`src/hdl/vacd_pkg.sv`:
```
// Package for the voice activity command detector.
// Holds the command and register-index codes, reset values and the result type.
// No dependencies; imported by the top level and the checker.
package vacd_pkg;

  localparam int unsigned HistoryDepthDefault = 8;

  localparam int unsigned VolW  = 11;
  localparam int unsigned DurW  = 16;
  localparam int unsigned TimeW = 32;
  localparam int unsigned SylW  = 8;
  localparam int unsigned CfgIdxW = 3;
  localparam int unsigned CfgDataW = 16;

  localparam logic [VolW-1:0]  ActiveLevelRst  = VolW'(288);
  localparam logic [VolW-1:0]  SilenceLevelRst = VolW'(128);
  localparam logic [DurW-1:0]  GapMinRst       = DurW'(150);
  localparam logic [DurW-1:0]  GapMaxRst       = DurW'(450);
  localparam logic [DurW-1:0]  MinBurstRst     = DurW'(60);
  localparam logic [DurW-1:0]  LongBurstRst    = DurW'(500);
  localparam logic [DurW-1:0]  WakeHoldRst     = DurW'(6000);
  localparam logic [SylW-1:0]  SylMax          = {SylW{1'b1}};

  typedef enum logic [1:0] {
    CMD_NONE    = 2'd0,
    CMD_WAKEUP  = 2'd1,
    CMD_HAPPY   = 2'd2,
    CMD_FORWARD = 2'd3
  } cmd_e;

  typedef enum logic [CfgIdxW-1:0] {
    REG_ACTIVE_LEVEL  = 3'd0,
    REG_SILENCE_LEVEL = 3'd1,
    REG_GAP_MIN       = 3'd2,
    REG_GAP_MAX       = 3'd3,
    REG_MIN_BURST     = 3'd4,
    REG_LONG_BURST    = 3'd5,
    REG_WAKE_HOLD     = 3'd6
  } cfg_reg_e;

  typedef struct packed {
    cmd_e command;
    logic awake;
    logic speaking;
  } result_t;

endpackage

```
`src/hdl/voice_activity_command_detector_top.sv`:
```
// Voice activity command detector, top level.
// Each result is registered. The history sum is a running sum kept in a register.
// Throughput: one request per cycle unless stalled; a two-entry output buffer keeps
// the input open while one result waits.
// Reset: registers return to their defaults, history reads as zero until the ring
// has wrapped once, all burst and wake state is cleared. No clearing pass.
module voice_activity_command_detector_top
  import vacd_pkg::*;
#(
  parameter int unsigned HISTORY_DEPTH = HistoryDepthDefault
) (
  input  logic                clk_i,
  input  logic                rst_ni,
  input  logic                cfg_we_i,
  input  logic [CfgIdxW-1:0]  cfg_index_i,
  input  logic [CfgDataW-1:0] cfg_wdata_i,
  input  logic                in_valid_i,
  output logic                in_stall_o,
  input  logic [VolW-1:0]     frame_volume_i,
  input  logic [TimeW-1:0]    now_ms_i,
  output logic                out_valid_o,
  input  logic                out_stall_i,
  output logic [1:0]          command_o,
  output logic                awake_o,
  output logic                speaking_o
);

  localparam int unsigned SlotW = $clog2(HISTORY_DEPTH);
  localparam int unsigned SumW  = VolW + SlotW;
  localparam logic [SlotW-1:0] SlotLast = SlotW'(HISTORY_DEPTH - 1);

  // Configuration registers
  logic [VolW-1:0] active_level_q, silence_level_q;
  logic [DurW-1:0] gap_min_q, gap_max_q, min_burst_q, long_burst_q, wake_hold_q;

  always_ff @(posedge clk_i or negedge rst_ni) begin
    if (!rst_ni) begin
      active_level_q  <= ActiveLevelRst;
      silence_level_q <= SilenceLevelRst;
      gap_min_q       <= GapMinRst;
      gap_max_q       <= GapMaxRst;
      min_burst_q     <= MinBurstRst;
      long_burst_q    <= LongBurstRst;
      wake_hold_q     <= WakeHoldRst;
    end else if (cfg_we_i) begin
      case (cfg_reg_e'(cfg_index_i))
        REG_ACTIVE_LEVEL:  active_level_q  <= cfg_wdata_i[VolW-1:0];
        REG_SILENCE_LEVEL: silence_level_q <= cfg_wdata_i[VolW-1:0];
        REG_GAP_MIN:       gap_min_q       <= cfg_wdata_i;
        REG_GAP_MAX:       gap_max_q       <= cfg_wdata_i;
        REG_MIN_BURST:     min_burst_q     <= cfg_wdata_i;
        REG_LONG_BURST:    long_burst_q    <= cfg_wdata_i;
        REG_WAKE_HOLD:     wake_hold_q     <= cfg_wdata_i;
        default: ;
      endcase
    end
  end

  // Handshake
  logic    accept;
  logic    out_fire;
  logic    out_valid_q, skid_valid_q;
  result_t out_q, skid_q, res;

  assign in_stall_o = skid_valid_q;
  assign accept     = in_valid_i && !skid_valid_q;
  assign out_fire   = out_valid_q && !out_stall_i;

  // Volume history ring with running sum
  logic [VolW-1:0]  hist_mem [HISTORY_DEPTH];
  logic [VolW-1:0]  rd_data_q;
  logic [SlotW-1:0] slot_q, slot_d, rd_addr;
  logic             filled_q, filled_d;
  logic [SumW-1:0]  sum_q, sum_d;
  logic [VolW-1:0]  old_vol;

  always_comb begin
    slot_d   = slot_q;
    filled_d = filled_q;
    if (accept) begin
      if (slot_q == SlotLast) begin
        slot_d   = '0;
        filled_d = 1'b1;
      end else begin
        slot_d = slot_q + SlotW'(1);
      end
    end
  end

  // The entry at the current slot only holds data once the ring has wrapped.
  assign old_vol = filled_q ? rd_data_q : '0;
  assign sum_d   = sum_q - SumW'(old_vol) + SumW'(frame_volume_i);
  assign rd_addr = slot_d;

  always_ff @(posedge clk_i) begin
    if (accept) begin
      hist_mem[slot_q] <= frame_volume_i;
    end
    rd_data_q <= hist_mem[rd_addr];
  end

  // Burst and wake state
  logic             in_burst_q, in_burst_d;
  logic             awake_q, awake_d;
  logic [TimeW-1:0] burst_start_q, burst_start_d;
  logic [TimeW-1:0] last_end_q, last_end_d;
  logic [TimeW-1:0] deadline_q, deadline_d;
  logic [SylW-1:0]  syl_q, syl_d;
  cmd_e             cmd;

  logic [SumW-1:0]  active_thr, silence_thr;
  logic [TimeW-1:0] gap, dur;
  logic             above, below, awake_live, gap_ok, dur_ok;

  assign active_thr  = SumW'(active_level_q) * SumW'(HISTORY_DEPTH);
  assign silence_thr = SumW'(silence_level_q) * SumW'(HISTORY_DEPTH);
  assign above       = sum_d > active_thr;
  assign below       = sum_d < silence_thr;
  assign gap         = now_ms_i - last_end_q;
  assign dur         = now_ms_i - burst_start_q;
  assign gap_ok      = (gap >= TimeW'(gap_min_q)) && (gap <= TimeW'(gap_max_q));
  assign dur_ok      = dur >= TimeW'(min_burst_q);
  // Deadline compare is plain unsigned and ignores wrap.
  assign awake_live  = awake_q && !(now_ms_i > deadline_q);

  always_comb begin
    in_burst_d    = in_burst_q;
    awake_d       = awake_live;
    burst_start_d = burst_start_q;
    last_end_d    = last_end_q;
    deadline_d    = deadline_q;
    syl_d         = syl_q;
    cmd           = CMD_NONE;
    if (above) begin
      if (!in_burst_q) begin
        in_burst_d    = 1'b1;
        burst_start_d = now_ms_i;
        if (gap_ok) begin
          if (syl_q != SylMax) begin
            syl_d = syl_q + SylW'(1);
          end
        end else begin
          syl_d = SylW'(1);
        end
      end
    end else if (in_burst_q && below) begin
      in_burst_d = 1'b0;
      last_end_d = now_ms_i;
      if (dur_ok) begin
        deadline_d = now_ms_i + TimeW'(wake_hold_q);
        if (!awake_live) begin
          awake_d = 1'b1;
          cmd     = CMD_WAKEUP;
        end else if (syl_q >= SylW'(2)) begin
          cmd   = CMD_HAPPY;
          syl_d = '0;
        end else if (dur >= TimeW'(long_burst_q)) begin
          cmd = CMD_FORWARD;
        end
      end
    end
  end

  assign res.command  = cmd;
  assign res.awake    = awake_d;
  assign res.speaking = in_burst_d;

  always_ff @(posedge clk_i or negedge rst_ni) begin
    if (!rst_ni) begin
      slot_q        <= '0;
      filled_q      <= 1'b0;
      sum_q         <= '0;
      in_burst_q    <= 1'b0;
      awake_q       <= 1'b0;
      burst_start_q <= '0;
      last_end_q    <= '0;
      deadline_q    <= '0;
      syl_q         <= '0;
    end else if (accept) begin
      slot_q        <= slot_d;
      filled_q      <= filled_d;
      sum_q         <= sum_d;
      in_burst_q    <= in_burst_d;
      awake_q       <= awake_d;
      burst_start_q <= burst_start_d;
      last_end_q    <= last_end_d;
      deadline_q    <= deadline_d;
      syl_q         <= syl_d;
    end
  end

  // Output register with skid entry
  always_ff @(posedge clk_i or negedge rst_ni) begin
    if (!rst_ni) begin
      out_valid_q  <= 1'b0;
      skid_valid_q <= 1'b0;
    end else if (out_fire || !out_valid_q) begin
      if (skid_valid_q) begin
        out_valid_q  <= 1'b1;
        skid_valid_q <= accept;
      end else begin
        out_valid_q <= accept;
      end
    end else if (accept) begin
      skid_valid_q <= 1'b1;
    end
  end

  always_ff @(posedge clk_i) begin
    if (out_fire || !out_valid_q) begin
      if (skid_valid_q) begin
        out_q  <= skid_q;
        skid_q <= res;
      end else begin
        out_q <= res;
      end
    end else if (accept) begin
      skid_q <= res;
    end
  end

  assign out_valid_o = out_valid_q;
  assign command_o   = out_q.command;
  assign awake_o     = out_q.awake;
  assign speaking_o  = out_q.speaking;

endmodule

```
`config.mk`:
```
export PLATFORM = sky130hd
export DESIGN_NAME = voice_activity_command_detector_top
export DESIGN_NICKNAME = d
export VERILOG_FILES = /design/src/hdl/vacd_pkg.sv /design/src/hdl/voice_activity_command_detector_top.sv
export SDC_FILE = /design/constraint.sdc
export NUM_CORES = 1
export LEC_CHECK = 0
export ABC_CLOCK_PERIOD_IN_PS = 13800
export BUFFER_PORTS_ARGS = -buffer_cell sky130_fd_sc_hd__buf_2
export CAP_MARGIN = 20
export CORE_MARGIN = 2
export CORE_UTILIZATION = 34
export CTS_CLUSTER_SIZE = 10
export DETAILED_ROUTE_END_ITERATION = 8
export SLEW_MARGIN = 0
export SYNTH_ARGS = -nofsm -noshare
export SYNTH_HDL_FRONTEND = slang
export SYNTH_SLANG_ARGS = --single-unit
```
`constraint.sdc`:
```
create_clock -name clk_i -period 13.8 [get_ports clk_i]
set_input_delay 2.76 -clock clk_i [delete_from_list [all_inputs] [get_ports clk_i]]
set_output_delay 2.76 -clock clk_i [all_outputs]
set_load 0.01 [all_outputs]
```
; After elaboration in Yosys (flattened, before gate mapping)
; Memory sizes are Yosys's and may differ from the RTL's. A register that Yosys moved wholly into a read port is not among the register bits.
; Index checks and enable logic that the tools add are counted.
[word_totals]
reg_bits = 236
ramBits = 88
in_bits = 67
out_inout_bits = 6
elab_cells = 114
mem_count = 1
[mem_list]
columns = memory, depth, width, rd, rd_ports_with_merged_regs, wr, line
row1 = hist_mem, 8, 11, 1, 1, 1, voice_activity_command_detector_top.sv:70  ; logic [VolW-1:0] hist_mem [HISTORY_DEPTH];
[op_classes]
n_addsub = 7
n_lt_le_gt_ge = 8
eq_ne = 11
mux = 32
n_bitwise = 2
n_reduce_logical = 29
[op_table]
columns = operator, n
row1 = 32-bit by 16-bit greater-or-equal comparator with 1-bit output, 3
row2 = 8-bit 2-to-1 mux, 8
row3 = 32-bit subtractor, 2
row4 = 32-bit by 16-bit adder with 32-bit output, 1
row5 = 32-bit > comparator, 1
row6 = 32-bit by 16-bit <= comparator with 1-bit output, 1
row7 = 2-bit AND reduction, 9
row8 = 4-bit 2-to-1 mux, 4
row9 = 14-bit by 11-bit adder with 14-bit output, 1
row10 = 14-bit > comparator, 1
row11 = 14-bit less-than comparator, 1
row12 = 14-bit by 11-bit subtractor with 14-bit output, 1
row13 = "3-bit == test, second input constant", 4
row14 = 2-bit 2-to-1 mux, 6
row15 = 1-bit 2-to-1 mux, 11
row16 = 11-bit 2-to-1 mux, 1
row17 = 2-bit nonzero test, 5
row18 = "8-bit by 1-bit adder with 8-bit output, second input constant", 1
row19 = "8-bit by 2-bit greater-or-equal comparator with 1-bit output, second input constant", 1
row20 = "8-bit != test, second input constant", 1
row21 = 7-bit AND reduction, 1
row22 = "3-bit by 2-bit == test with 1-bit output, second input constant", 2
row23 = 3-bit 2-to-1 mux, 2
row24 = 3-bit AND reduction, 2
row25 = other kinds (10), 19

; Logic depth before layout (Yosys ltp)
; Gate-level depths: netlist of run 1.
[logic_depth]
word_depth = 10
ltp_mapped = 29
mapped_depth_nobuf = 28

; Worst setup path before layout of run 1
; OpenSTA, ideal clock, no wires.
[synth_timing]
path_type = input to register
start = in frame_volume_i[1]
end = reg syl_q[1]
setup_time_ns = 0.128
t_arrival_ns = 7.874
required_time_ns = 13.672
slack_ns = 5.799
cell_stages = 25
n_path_buf = 0
path_cell_list = inv_1 -> fa_1 -> inv_1 -> ha_1 -> a21o_1 -> a21oi_1 -> o21ai_0 -> a21oi_1 -> o21ai_0 -> a21oi_1 -> o2111ai_1 -> a31oi_1 -> xnor2_1 -> xnor2_1 -> ha_1 -> nand4_1 -> nor2_1 -> o21ai_0 -> nand2_1 -> o31ai_1 -> nand3_1 -> or2_2 -> or3_1 -> o22ai_2 -> mux2_1
[synth_via]
elab_chain_cells = 5
word_cells_on_any_way = 12
cone_classes = add/sub (1) / order compare (2) / eq/ne (2) / mux (1) / reduce/logical (6)
[synth_rtl]
columns = element, line
row1 = start: declaration, voice_activity_command_detector_top.sv:19  ; input logic [VolW-1:0] frame_volume_i,
row2 = 14-bit by 11-bit adder with 14-bit output (*), voice_activity_command_detector_top.sv:92  ; assign sum_d = sum_q - SumW'(old_vol) + SumW'(frame_volume_i);
row3 = via sum_d[13], voice_activity_command_detector_top.sv:74  ; logic [SumW-1:0] sum_q, sum_d;
row4 = 14-bit less-than comparator, voice_activity_command_detector_top.sv:118  ; assign below = sum_d < silence_thr;
row5 = 1-bit logical AND, voice_activity_command_detector_top.sv:146  ; end else if (in_burst_q && below) begin
row6 = 2-bit nonzero test (no source line), --
row7 = 7-bit AND reduction (no source line), --
row8 = end signal: assignment, voice_activity_command_detector_top.sv:188  ; syl_q <= syl_d;
row9 = end: declaration, voice_activity_command_detector_top.sv:108  ; logic [SylW-1:0] syl_q, syl_d;
; The timed path passes the listed nets; every way through them passes the cells marked *.
; A chain may end at the register's enable or synchronous reset.

; Final worst setup path of run 1
[layout_timing]
start = in frame_volume_i[1]
end = reg deadline_q[0]
[layout_via]
elab_chain_cells = 4
word_cells_on_any_way = 6
cone_classes = add/sub (1) / order compare (2) / bitwise (1) / reduce/logical (2)
[layout_rtl]
columns = element, line
row1 = 14-bit by 11-bit adder with 14-bit output (*), voice_activity_command_detector_top.sv:92
row2 = via sum_d[11], voice_activity_command_detector_top.sv:74
row3 = 14-bit less-than comparator or 14-bit > comparator (tied branches), "voice_activity_command_detector_top.sv:118, voice_activity_command_detector_top.sv:117"
row4 = 1-bit logical AND or 1-bit NOT (tied branches), --
row5 = 4-bit AND reduction (no source line) (*), --
row6 = end signal: assignment, voice_activity_command_detector_top.sv:187  ; deadline_q <= deadline_d;
row7 = end: declaration, voice_activity_command_detector_top.sv:107  ; logic [TimeW-1:0] deadline_q, deadline_d;
; Marked as above.

==> results of run 1 <==
==> metal layers <==
metal | up-vias | GRT usage [%]
li1 | 7654 | -
met1 | 7721 | 22.30
met2 | 329 | 29.17
met3 | 96 | 3.020
met4 | 0 | 5.414
met5 | - | 0
==> synthesized netlist by cell type, types with 6 or more instances <==
library cell,count,area (um2)
dfrtp_1,200,5005
nor2b_1,18,112.6
inv_1,274,1028
o21a_1,16,120.1
o21ai_0,145,725.7
nand4_1,31,193.9
a21o_1,53,397.9
xnor2_1,51,446.7
edfxtp_1,96,2883
o211ai_1,18,135.1
and2_1,22,137.6
mux4_2,22,495.5
xor2_1,36,315.3
nor4_1,12,75.07
or3_1,15,93.84
dfxtp_1,11,220.2
nor3b_1,7,52.55
a31oi_1,10,62.56
o2111ai_1,6,52.55
nand2b_1,17,106.4
o21bai_1,7,52.55
fa_1,14,280.3
a21boi_0,9,67.56
nand2_1,195,732.0
mux2i_1,33,330.3
nand3_1,33,165.2
a21oi_1,120,600.6
ha_1,213,2665
mux2_2,120,1351
nor3_1,42,210.2
clkbuf_1,48,180.2
nor2_1,70,262.8
a211oi_1,13,97.59
and3_1,8,50.05
dfstp_2,28,735.7
==> metrics by stage <==
stage / worst slack [ps] / hold WS [ps]
2_1_floorplan: 5799 / 449.8
3_3_place_gp: 4347 / 468.9
3_5_place_dp: 4261 / 482.0
4_1_cts: 4830 / 496.1
5_1_grt: 4118 / 512.3
6_report: 4824 / 494.2
==> kinds of logic after synthesis <==
group,after synthesis
DFF,335
and+or+nand+nor,497
buffers and inverters,336
xor gates and xnor gates,87
adders and majority gates,227
AOI/OAI and AO/OA,460
muxes,179
==> final cells by class <==
class                      count  area (um2)  area share, %
antenna                        1       2.502        0.01037
clock buffer                  68        1209          5.010
clock inverter                 8       132.6         0.5498
inverter                     275        1032          4.279
multi-input combinational   1450       11340          47.02
sequential                   335        8843          36.66
tap                          846        1059          4.388
timing repair buffer          89       503.0          2.085
==> worst max-delay path by stage <==
stage | from | end | slack [ps] | depth (start not counted)
2_1_floorplan | frame_volume_i[1] | syl_q[1] | 5800 | 25
3_3_place_gp | frame_volume_i[1] | deadline_q[0] | 4350 | 24
3_5_place_dp | frame_volume_i[1] | deadline_q[0] | 4260 | 24
4_1_cts | frame_volume_i[1] | deadline_q[0] | 4830 | 24
5_1_grt | frame_volume_i[1] | deadline_q[0] | 4120 | 24
6_report | frame_volume_i[1] | deadline_q[0] | 4820 | 25
==> flip-flops by register name (all words and copies together) (netlist names), 11 cells and up <==
register,count
gap_max_q,16
min_burst_q,16
long_burst_q,16
gap_min_q,16
silence_level_q,11
sum_q,14
hist_mem,88
deadline_q,32
last_end_q,32
rd_data_q,11
wake_hold_q,16
active_level_q,11
burst_start_q,32
==> worst min-delay path: cells and delay by family (launching register included) <==
| family | cells | cell delay, ps |
|---|---|---|
| compound gates | 1 | 60 |
| simple gates | 1 | 50 |
| flops | 1 | 350 |
==> power breakdown <==
part	internal (mW)	switching (mW)	leakage (nW)
registers	1.37	0.149	3.65
logic	1.63	2.23	6.41
clock network	0.640	0.435	0.648
==> flow_metrics.py, run 1 <==
metrics = {
    "timing": {
        "min_period_ps": 8976,
        "finalHoldViolCount": 0,
        "slew_violations": 0,
        "setup_tns_ps": 0,
        "rsz0062_at_grt": "no",
        "max_freq_mhz": 111.4,
        "min_period_over_period_pct": 65.04,
        "tightest_slew_ps": 1052,
        "timing.slew.headroom_pct": 29.32,
        "final.setup_skew_ps": 18.12,
        "finalSetupViolations": 0,
    },
    "place": {
        "placed_cells": 2995,
        "placement.cell_area_mm2": 0.02278,
        "gp_congestion": 0.8895,
        "io_buffers": 72,
        "place_hpwl_um": 40850,
    },
    "floorplan": {
        "die-area_mm2": 0.06503,
        "rows": 92,
        "die_h_um": 255,
        "initial_core_util_pct": 34.14,
        "dieWidth_um": 255,
        "ioPinCount": 73,
        "core-area_mm2": 0.06274,
    },
    "route": {
        "dr.first_iter.drc_count": 902,
        "wirelength_met1_um": 24620,
        "drc": 0,
        "route.met2.wl_um": 26450,
        "firstDrtPassIters": 5,
        "routed.top_layer": "met4",
        "wire_per_inst_um": 17.97,
        "vias": 15800,
        "detail-route-antenna-nets": 0,
        "dr_wl_met3_um": 2515,
        "vias_per_cell": 5.143,
        "drt-total-wl_um": 55210,
    },
    "critical_path": {
        "worst-path-buf-inv": 4,
        "worstReg2RegEnd": "deadline_q[0]",
        "critPathTopFamily": "compound AO/OA/AOI/OAI gates",
        "slowest_delay_ps": 810,
        "worstPathRequired_ps": 14240,
        "ff2ff_path_depth": 24,
        "endpoint_kind": "register",
        "worst_path_max_delay_cell": "nor2_8",
        "crit_path_start_kind": "input port",
        "ff2ff_setup_slack_ps": 6550,
        "crit_path_max_fanout": 37,
        "critical_path_class": "input port to register",
        "cp_data_arrival_time_ps": 9420,
        "r2r_start": "filled_q",
        "path_common_cell": "a21oi_1",
    },
    "cts": {
        "cts_tree": "done",
        "clockRootBuffer": "clkbuf_16",
        "h-tree-depth": 2,
        "cts_buffer_depth": 3,
        "cts_buffers": 42,
        "path_clk_slew_ps": 60,
        "clk_latency_ps": 570,
        "postCtsSetupBuffers": 0,
        "cts_resized": 0,
        "cts.sinks": 335,
        "postCtsHoldBufs": 0,
    },
    "pwr": {
        "powerDensity_mw_per_mm2": 267.6,
        "leakagePower_nw": 10.71,
        "peakVddDrop_mv": 0.1479,
        "total_power_mw": 6.456,
    },
    "logic_synthesis": {
        "synth-seq-cells": 335,
        "synth-adder-area-share_pct": 13.75,
        "yosysUniqueCellTypes": 85,
        "synthCells": 2121,
        "synth_top_family_by_area": "adder cells",
        "synth-compound-area-share_pct": 13.48,
        "synth.cell_area_mm2": 0.02142,
        "synthSimpleGateAreaFrac_pct": 11.40,
        "synth.area.mux_share_pct": 10.43,
        "synthArstFlopShare_pct": 68.06,
        "synth.yosys.seq_area_share_pct": 41.29,
        "yosys_most_used_dff": "dfrtp_1",
        "synth_nets": 2415,
        "synth_xor_area_share_pct": 3.557,
        "ys_warn_count": 0,
        "synth_edf_count": 96,
        "synth.avg_cell_area_um2": 10.10,
    },
    "cells_and_area": {
        "drive_gt1_share_pct": 15.69,
        "final_nets": 2487,
        "fin_util_pct": 38.45,
        "final_common_cell": "inv_1",
        "syn_to_final_growth_pct": 12.62,
        "final_cell_mix": "inv_1 (274), ha_1 (213), dfrtp_1 (200)",
        "final_cells": 3072,
        "finalInstanceArea_mm2": 0.02412,
        "nFillCells": 6163,
    },
    "global_routing": {
        "grt_pass1_vias": 16181,
        "grt_overflow": 0,
        "grt_max_degree": 108,
        "gr-usage-all-layers_pct": 17.21,
        "antenna_found_initial": 2,
        "grt_pass1_wl_um": 87800,
    },
    "hold_path": {
        "hold_depth": 2,
        "hold_class": "register to register",
        "holdPathEnd": "sum_q[1]",
        "min_from": "sum_q[1]",
    },
    "flow_run": {
        "max_cap_violations": 0,
    },
    "run_status": {
        "outcome": "completed",
    },
}
Power figures use the tool's default switching activity.
==> inputs of run 2 (changes only) <==
Settings changed: ABC_CLOCK_PERIOD_IN_PS 13800 to 8200.
Clock period 13.8 ns to 8.2 ns, I/O delays scaled along.
==> run 2 against run 1 <==
Register-to-register slack worse by 4600 ps; global-route usage is 0.26 points lower; sequential cell count stayed put; sequential share of layout area hardly changed; sequential power is 68% higher; combinational power is 68% higher; critical path depth stayed put; via count is 1.0% lower; clock-buffer cell count is 3 higher; clock skew is 14 ps higher; wire length is 1.4% lower; largest cell class unchanged; highest routed layer unchanged.
==> flow_metrics.py, run 2 (synthesis results as in run 1) <==
metrics = {
    "run_status": {
        "outcome": "completed",
    },
    "route": {
        "detail-route-antenna-nets": 0,
        "drt-total-wl_um": 54430,
        "vias_per_cell": 5.087,
        "dr.first_iter.drc_count": 926,
        "firstDrtPassIters": 5,
        "wire_per_inst_um": 17.70,
        "drc": 0,
        "vias": 15637,
    },
    "floorplan": {
        "rows": 92,
        "core-area_mm2": 0.06274,
        "die-area_mm2": 0.06503,
        "die_h_um": 255,
        "initial_core_util_pct": 34.14,
        "dieWidth_um": 255,
        "ioPinCount": 73,
    },
    "timing": {
        "min_period_ps": 6893,
        "tightest_slew_ps": 988.0,
        "finalHoldViolCount": 0,
        "min_period_over_period_pct": 84.06,
        "slew_violations": 0,
        "final.setup_skew_ps": 32.03,
        "rsz0062_at_grt": "no",
        "max_freq_mhz": 145.1,
        "setup_tns_ps": 0,
        "finalSetupViolations": 0,
        "timing.slew.headroom_pct": 33.78,
    },
    "cells_and_area": {
        "largest_register_ffs": 88,
        "top_register": "hist_mem",
        "drive_gt1_share_pct": 15.80,
        "final_cell_mix": "inv_1 (274), ha_1 (213), dfrtp_1 (200)",
        "final_common_cell": "inv_1",
        "antenna_cells": 0,
        "final_nets": 2489,
        "syn_to_final_growth_pct": 12.75,
    },
    "cts": {
        "cts.sinks": 335,
        "postCtsHoldBufs": 0,
        "path_clk_slew_ps": 50,
        "cts_buffer_depth": 3,
        "h-tree-depth": 2,
        "postCtsSetupBuffers": 0,
        "cts_resized": 0,
        "clockRootBuffer": "clkbuf_16",
        "cts_buffers": 42,
        "clk_latency_ps": 580,
        "cts_tree": "done",
    },
    "critical_path": {
        "startpoint": "frame_volume_i[1]",
        "cp_data_arrival_time_ps": 7330,
        "endpoint_kind": "register",
        "worstPathRequired_ps": 8640,
        "crit_path_start_kind": "input port",
        "r2r_start": "filled_q",
        "crit_path_max_fanout": 9,
        "critical_path_class": "input port to register",
    },
    "global_routing": {
        "grt_pass1_vias": 15951,
        "grt_max_degree": 93,
        "gr-usage-all-layers_pct": 16.94,
        "grt_overflow": 0,
        "antenna_found_initial": 0,
        "grt_pass1_wl_um": 86850,
    },
    "place": {
        "place_hpwl_um": 40290,
        "io_buffers": 72,
        "gp_congestion": 0.8736,
    },
    "pwr": {
        "powerDensity_mw_per_mm2": 448.4,
        "peakVddDrop_mv": 0.2441,
        "leakagePower_nw": 10.72,
        "total_power_mw": 10.83,
    },
    "flow_run": {
        "max_cap_violations": 0,
    },
    "hold_path": {
        "min_from": "sum_q[3]",
        "hold_class": "register to register",
    },
}
## run 2: worst paths after layout
| kind | end | slack (ps) | cells after the start |
|---|---|---|---|
| max in group asynchronous | wake_hold_q[0] | 5590 | 2 |
| worst min-delay path | sum_q[3] | 490 | 2 |
| worst max register to register | syl_q[1] | 1950 | 24 |
| min in group asynchronous | min_burst_q[8] | 1080 | 1 |
| worst min register to register | sum_q[3] | 490 | 2 |
| worst max-delay path | syl_q[1] | 1310 | 25 |
## run 2: power by group
group	internal, mW	switching [mW]	total, mW
Sequential	2.30	0.242	2.55
Clock	1.08	0.735	1.81
Combinational	2.77	3.71	6.47
Total	6.15	4.68	10.8
## run 2: through the flow
stage	hold slack [ps]	std cells	worst slack, ps	utilization, %	area, um2
4_1_cts	494.0	3073	1302	38.47	24140
3_3_place_gp	467.7	2996	861.5	36.32	22780
5_1_grt	512.4	3074	899.5	38.50	24150
2_1_floorplan	449.8	2121	1319	-	21420
3_5_place_dp	480.3	2996	726.4	36.32	22780
6_report	485.8	3074	1307	38.50	24150
## run 2: area by class of cell
cell class              instances  area, um2
clock inverters                 6      101.3
well taps                     846       1059
clock buffers                  71       1251
inverters                     275       1032
repair buffers                 91      520.5
flip-flops and latches        335       8843
multi-input cells            1450      11340
fillers                      6162      38580
## run 2: per-layer routing
| metal | track usage [%] | vias up | part of all wire [%] |
|---|---|---|---|
| met5 | 0 | - | 0 |
| met4 | 4.612 | 0 | 2.7 |
| met3 | 2.675 | 93 | 3.9 |
| met2 | 29.64 | 258 | 49 |
| met1 | 21.67 | 7624 | 45 |
| li1 | - | 7662 | - |
## run 2: worst max-delay path, cell delays in order
cell and delay (ps):
buf_2 150, inv_1 90, fa_1 530, fa_1 470, nor2b_1 130, o21ai_0 100, a21boi_0 240, o21ai_0 140
a21boi_0 230, o21ai_0 120, a21boi_0 270, o21ai_0 170, a21oi_1 190, xor2_1 280, ha_1 300, nor2b_1 130
o21ai_0 160, nand2_1 70, o31ai_1 240, buf_4 190, nand3_1 110, or2_2 320, or3_1 370, o22ai_2 320
mux2_1 360
==> inputs of run 3 (changes only) <==
Settings changed: ABC_AREA from default to 1, ABC_CLOCK_PERIOD_IN_PS 8200 to 7100.
Clock period 8.2 ns to 7.1 ns, I/O delays scaled along.
==> run 3 against run 2 <==
Register-to-register slack worse by 720 ps; combinational power up 20%; hold slack worse by 7.0 ps; wire length up 18%; area after synthesis up 8.1%.
==> flow_metrics.py, run 3 <==
metrics = {
    "run_status": {
        "outcome": "completed",
    },
    "place": {
        "place_hpwl_um": 49360,
        "io_buffers": 72,
        "gp_congestion": 0.9311,
        "placement.cell_area_mm2": 0.02448,
    },
    "cells_and_area": {
        "final_nets": 3516,
        "finalInstanceArea_mm2": 0.02593,
        "largest_register_ffs": 88,
        "drive_gt1_share_pct": 7.409,
        "final_common_cell": "nand2_1",
        "top_register": "hist_mem",
        "final_cell_mix": "nand2_1 (914), inv_1 (586), o21ai_0 (261)",
        "syn_to_final_growth_pct": 11.99,
    },
    "floorplan": {
        "die-area_mm2": 0.07020,
        "rows": 95,
        "core-area_mm2": 0.06728,
        "die_h_um": 265.0,
        "ioPinCount": 73,
        "dieWidth_um": 265.0,
        "initial_core_util_pct": 34.41,
    },
    "route": {
        "drt-total-wl_um": 64180,
        "firstDrtPassIters": 6,
        "drc": 0,
        "wire_per_inst_um": 15.55,
        "vias_per_cell": 4.743,
        "detail-route-antenna-nets": 0,
        "dr.first_iter.drc_count": 1377,
        "vias": 19573,
    },
    "global_routing": {
        "grt_pass1_wl_um": 102100,
        "grt_overflow": 0,
        "grt_max_degree": 167,
        "antenna_found_initial": 1,
        "gr-usage-all-layers_pct": 18.46,
        "grt_pass1_vias": 18901,
    },
    "pwr": {
        "peakVddDrop_mv": 0.3357,
        "powerDensity_mw_per_mm2": 494.3,
        "leakagePower_nw": 13.37,
        "total_power_mw": 12.82,
    },
    "timing": {
        "tightest_slew_ps": 1096,
        "min_period_over_period_pct": 88.03,
        "min_period_ps": 6250,
        "rsz0062_at_grt": "no",
        "slew_violations": 0,
        "timing.slew.headroom_pct": 26.25,
        "finalHoldViolCount": 0,
        "setup_tns_ps": 0,
        "finalSetupViolations": 0,
        "final.setup_skew_ps": 55.02,
        "max_freq_mhz": 160.0,
    },
    "logic_synthesis": {
        "synth_top_family_by_area": "simple AND/OR/NAND/NOR gates",
        "yosys_most_used_dff": "dfrtp_1",
        "synth_edf_count": 96,
        "synth_area_leaders": "dfrtp_1 (22%), nand2_1 (15%), edfxtp_1 (12%)",
        "synth.cell_area_mm2": 0.02315,
        "post-synth-top-count-cell": "nand2_1",
        "synthCells": 3144,
        "synth_nets": 3438,
        "synth_xor_area_share_pct": 2.799,
        "synth-adder-area-share_pct": 12.72,
        "synth.top_cell.area_share_pct": 21.62,
        "synth-seq-cells": 335,
        "synthArstFlopShare_pct": 68.06,
        "synthTopCellsByCount": "nand2_1 (916), inv_1 (586), o21ai_0 (261)",
        "synthSimpleGateAreaFrac_pct": 24.43,
        "ys_warn_count": 0,
        "synth.yosys.seq_area_share_pct": 38.20,
        "synth-compound-area-share_pct": 11.09,
        "synth.area.mux_share_pct": 0,
        "yosysTopAreaCell": "dfrtp_1",
        "synth.avg_cell_area_um2": 7.364,
        "yosysUniqueCellTypes": 54,
    },
    "hold_path": {
        "hold_depth": 2,
        "holdPathEnd": "deadline_q[10]",
        "hold_class": "register to register",
        "min_from": "deadline_q[10]",
    },
    "critical_path": {
        "cp_data_arrival_time_ps": 6700,
        "endpoint_kind": "register",
        "crit_path_start_kind": "input port",
        "worstPathRequired_ps": 7550,
        "ff2ff_path_depth": 26,
        "crit_path_max_fanout": 64,
        "critical_path_class": "input port to register",
        "worstReg2RegEnd": "last_end_q[26]",
        "ff2ff_setup_slack_ps": 1230,
        "r2r_start": "filled_q",
    },
    "cts": {
        "cts_resized": 0,
        "cts.sinks": 335,
        "clockRootBuffer": "clkbuf_16",
        "postCtsHoldBufs": 0,
        "h-tree-depth": 2,
        "cts_tree": "done",
        "cts_buffer_depth": 3,
        "path_clk_slew_ps": 60,
        "clk_latency_ps": 600,
        "cts_buffers": 44,
        "postCtsSetupBuffers": 0,
    },
    "flow_run": {
        "max_cap_violations": 0,
    },
}
==> run 3: cell count changes after synthesis, moves of 18 or more <==
cell / before / now
a21o_1: 53 / 1
inv_1: 274 / 586
mux2_2: 120 / 0
mux2i_1: 33 / 0
mux4_2: 22 / 0
nand2_1: 195 / 916
nand3_1: 33 / 102
nor2_1: 70 / 250
nor2b_1: 18 / 0
o21ai_0: 145 / 261
o21ai_2: 0 / 23
xnor2_1: 51 / 15
xor2_1: 36 / 59
==> run 3: metal layers <==
metal | vias to the layer above | share of wire [%] | GRT usage, %
li1 | 10102 | - | -
met5 | - | 0 | 0
met1 | 8941 | 47 | 24.80
met4 | 0 | 4.1 | 7.436
met2 | 416 | 45 | 29.99
met3 | 114 | 4.8 | 2.517
==> run 3: power breakdown <==
group	internal [mW]	total (mW)	switching, mW
registers	2.60	2.87	0.274
clock network	1.28	2.17	0.886
logic	2.68	7.78	5.10
==> run 3: how the worst max path moves through the flow <==
stage | startpoint | end | slack (ps) | cells past startpoint
after floorplan | frame_volume_i[2] | last_end_q[10] | 1600 | 27
after global placement | frame_volume_i[2] | last_end_q[22] | 480 | 26
after detailed placement | frame_volume_i[2] | last_end_q[19] | 270 | 26
after CTS | frame_volume_i[2] | last_end_q[22] | 860 | 26
after global routing | frame_volume_i[1] | last_end_q[26] | 180 | 26
final | frame_volume_i[2] | last_end_q[26] | 850 | 26
==> run 3: area by class of cell <==
type | count | area, um2
Multi-Input combinational cell | 2163 | 11830
Clock buffer | 65 | 1230
Fill cell | 6966 | 41350
Antenna cell | 1 | 2.502
Clock inverter | 12 | 186.4
Inverter | 591 | 2218
Tap cell | 873 | 1092
Timing Repair Buffer | 87 | 523.0
Sequential cell | 335 | 8843
==> run 3: logic make-up after synthesis <==
family,after synthesis
XOR/XNOR,74
flip-flops,335
buffers and inverters,646
adder cells (fa/ha/maj),227
AO/OA/AOI/OAI,473
AND/OR/NAND/NOR,1389
==> run 3: metrics by stage <==
step | hold slack [ps] | std cells | setup slack, ps | util, %
global placement | 465.0 | 4047 | 475.7 | 36.37
finish | 478.8 | 4127 | 849.9 | 38.54
detailed placement | 470.3 | 4048 | 274.4 | 36.39
floorplan | 453.0 | 3144 | 1595 | -
global route | 495.8 | 4126 | 183.7 | 38.53
CTS | 483.4 | 4125 | 861.0 | 38.49
==> run 3: worst max-delay path: stages <==
cell      delay [ps]
buf_2            160
inv_1             80
fa_1             540
inv_1             40
ha_1             340
nand2_1           90
nand3_1          140
nand2_1          100
o211ai_1         150
a31oi_1          250
o21ai_0          140
nand2_1           70
inv_1             40
nor2_1            80
nor2_1            40
nor2_1           100
xor2_1           260
ha_1             300
a21oi_1          140
o21ai_0          100
a221o_1          260
nand2_1           90
inv_1            110
nor2_1           460
nand2_2          710
o21ai_0          430
